==> config.mk <==
export PLATFORM = sky130hd
export DESIGN_NAME = ukv_ram
export DESIGN_NICKNAME = d
export VERILOG_FILES = /design/src/rtl/core/ukv_ram.sv
export SDC_FILE = /design/constraint.sdc
export NUM_CORES = 2
export LEC_CHECK = 0
export ABC_CLOCK_PERIOD_IN_PS = 10600
export BUFFER_PORTS_ARGS = -buffer_cell sky130_fd_sc_hd__buf_2
export CORE_AREA = 2 2 441 443
export DETAILED_ROUTE_END_ITERATION = 10
export DIE_AREA = 0 0 443 445
export PLACE_DENSITY = 0.55
export SYNTH_ARGS = -nofsm -noshare
export SYNTH_HDL_FRONTEND = slang
export SYNTH_SLANG_ARGS = --single-unit
==> constraint.sdc <==
create_clock -name clk -period 10.6 [get_ports clk]
set_input_delay 2.12 -clock clk [delete_from_list [all_inputs] [get_ports clk]]
set_output_delay 2.12 -clock clk [all_outputs]
set_load 0.01 [all_outputs]
==> src/rtl/core/ukv_ram.sv <==
module ukv_ram #(
  parameter int WIDTH = 32,
  parameter int DEPTH = 64,
  localparam int AW = (DEPTH > 1) ? $clog2(DEPTH) : 1
) (
  input  logic             clk,
  input  logic             we,
  input  logic [AW-1:0]    waddr,
  input  logic [WIDTH-1:0] wdata,
  input  logic [AW-1:0]    raddr,
  output logic [WIDTH-1:0] rdata
);

  logic [WIDTH-1:0] mem [DEPTH];

  always_ff @(posedge clk) begin
    if (we) begin
      mem[waddr] <= wdata;
    end
    rdata <= mem[raddr];
  end

endmodule
==> impl_results.md <==
- Overall power: ~0.017 W
- Buffer levels on the longest clock path: 3
- Synth Flop Type: edfxtp_1
- Post-cts sizing count: 0
- Vias in the first global route: 37.0k
- VDD IR max: roughly 0.16 mV
- Slowest cell delay on critical path: a little under 800 ps
- Post-layout util: 46.3%
- Mapped cell area: about 0.079 mm²
- Post-synthesis net count: 3,370
- Cell family with most CP delay: buffers and inverters
- Detailed placement HPWL: around 110,000 µm
- Crit path buf inv count: 3
- Top-area cell type share of the netlist area: approximately four fifths
- Crit-path cells: buf_8, buf_4, buf_4, mux4_2, mux4_2, o22ai_1, nor2_1
- Starting density of the core: around 41%
- Placer Congestion: 0.747
- Vias per cell: between 5 and 6
- Area Overhead vs Synth: 13.2%
- DR pass1 iterations: 5
- Worst relative slew slack: roughly 18%
- Synth top area cells: edfxtp_1, mux4_2, mux2i_1, dfxtp_1, o22ai_1
- Crit path kind: primary input to register
- Leak pwr: 27.3 nW
- Final wirelength: around 210,000 µm
- Synth warn: 0
- # rows: 161
- Number of synthesized flops with an enable pin: 2,048
- Outcome: finished, final reports clean
- Hold Startpoint: mem[28][4]
- Die Wd: approximately 440 µm
- Post-synthesis async set-or-reset flop share: 0%
- Period utilization: around 46%
- CORE AREA: 0.192 mm²
- Via count: approximately 37k
- # IOs: 78
- MaxCap Viol Count: 0
- Clk_skew: 31.3 ps
- CTS Sinks: ~2.1k
- Slew @ Worst Pin: ~1200 ps
- Clk root buf: clkbuf_16
- # Post-CTS Setup Buffers: 0
- Reg2reg start: mem[7][17]
- CP arrival: roughly 5600 ps
- RSZ-0062 raised after global routing: no
- Fin Setup TNS: 0 ps
- # fillers: 15.8k
- Synth unique cells: 34
- Post-DRT Antenna Nets: 0
- Post-DR wirelength/cell: around 34 µm
- First-pass GRT wire length: around 290,000 µm
- GRT Overall Usage: a little over a fifth
- Critical path's slowest cell: buf_4
- PD cells: between 150 and 200 mW/mm²
- Die area: 0.197 mm²
- Clock Latency Late Sink: between 800 and 900 ps
- # DRC: 0
- Post-Syn Area per Cell: around 24 µm²
- Post-route cell area: 0.0888 mm²
- Clock transition at path regs: 60 ps
- Ratio of cells with drive above 1 in the final layout: between 20 and 30%
- Startpoint class of the critical path: primary input
- H-Tree Depth: 4
- Crit-path max FO: 56
- Port Buffers: 77
- Minimum clock period: between 4000 and 5000 ps
- CP Data Required Time: about 11,000 ps
- Final setup violation count: 0
- Largest net degree at the start of global routing: between 100 and 150
- CTS tree: yes
- CTS Hold Bufs: 0
- Fmax: 205 MHz
- Final slew viol count: 0
- Vert. Die Dim: ~450 µm
- GRT Residual Overflow: 0
- Dpl cell area: about 0.083 mm²
- Cell count after synthesis: 3,324
- TritonCTS buffer count: 205
- Number of DRC markers in iteration 0: roughly 4.2k
- Nets: approximately 3.6k
- Yosys top cell by area: edfxtp_1
- Sequential share of the synthesized area: a little under 80%
- CP endpoint kind: register
- Count leader, synth: edfxtp_1
- Initial antenna violation count: 19
- Post-synth top cells: edfxtp_1, mux4_2, nor2_1
- Hold Vio Cnt, Final: 0
- Worst min-delay path category: register to register
- Post-synthesis register bit count: around 2.1k
- Critical Path Source: raddr[1]
==> stage by stage <==
stage / hold slack, ps / std cells / setup WS, ps
detailed placement: 779 / 5850 / 4830
global route: 884 / 6235 / 5670
finish: 810 / 6240 / 5730
floorplan: 663 / 3324 / 5320
global placement: 729 / 5850 / 4860
CTS: 793 / 6228 / 5720
==> sequential cells by signal, summed over array words and instances (netlist names) <==
name and count:
mem 2048, rdata 32
==> cells in the final DEF (no fill, tap or decap), types with 15 or more instances in the layout <==
cell and instances:
clkinv_2 21, edfxtp_1 2048, a21oi_1 62, clkbuf_1 77
mux2i_1 93, nor2_4 62, dfxtp_1 32, clkbuf_16 210
o221ai_1 27, mux4_2 544, clkinv_1 40, o22ai_1 84
buf_2 73, clkbuf_8 15, buf_4 98, nand2_1 26
nor2_1 74
==> cell families (layout without fill, tap and decap cells) <==
family                 count (synthesis)  count (layout)  share of synthesized area (%)
DFF                                 2080            2080                           79.1
muxes                                637             637                           16.8
and+or+nand+nor                      223             223                           1.27
AOI/OAI and AO/OA                    202             202                           1.67
buffers and inverters                182             560                           1.13
other                                  0              12                              0
==> area by class of cell <==
cell class                      instances  area [µm²]  share of cell area, %
Sequential cell                      2080       62100                   69.9
Multi-Input combinational cell       1062       16000                   18.0
Clock buffer                          302        5750                   6.47
Tap cell                             2526        3160                   3.56
Timing Repair Buffer                  182        1300                   1.46
Clock inverter                         76         485                  0.546
Antenna cell                           12        30.0                 0.0338
==> report_power, final <==
part	switching, W	leakage, nW	total (W)	internal (W)
clock network	0.00300	3.03	0.00684	0.00383
registers	0.0000463	18.7	0.00916	0.00911
logic	0.000497	5.56	0.000791	0.000294
==> layer usage <==
metal	track usage [%]	part of all wire, %	vias to the layer above
li1	-	-	14700
met1	30.6	42	20300
met2	34.6	49	1292
met3	3.12	6.5	272
met4	5.54	2.4	2
met5	0	0.0057	-
==> worst paths after layout <==
kind	end	slack, ps	depth (start not counted)
setup / recovery	rdata[7]	5730	7
hold / removal	rdata[4]	810	4
hold reg to reg	rdata[4]	810	4
setup reg to reg	rdata[17]	8430	5
==> worst reg2reg max path, stage by stage (launching register included) <==
cell	delay (ps)
edfxtp_1	350
mux4_2	480
mux2i_1	210
nor2_1	120
a311oi_1	700
nor3_1	140
(Power assumes the default switching activity.)
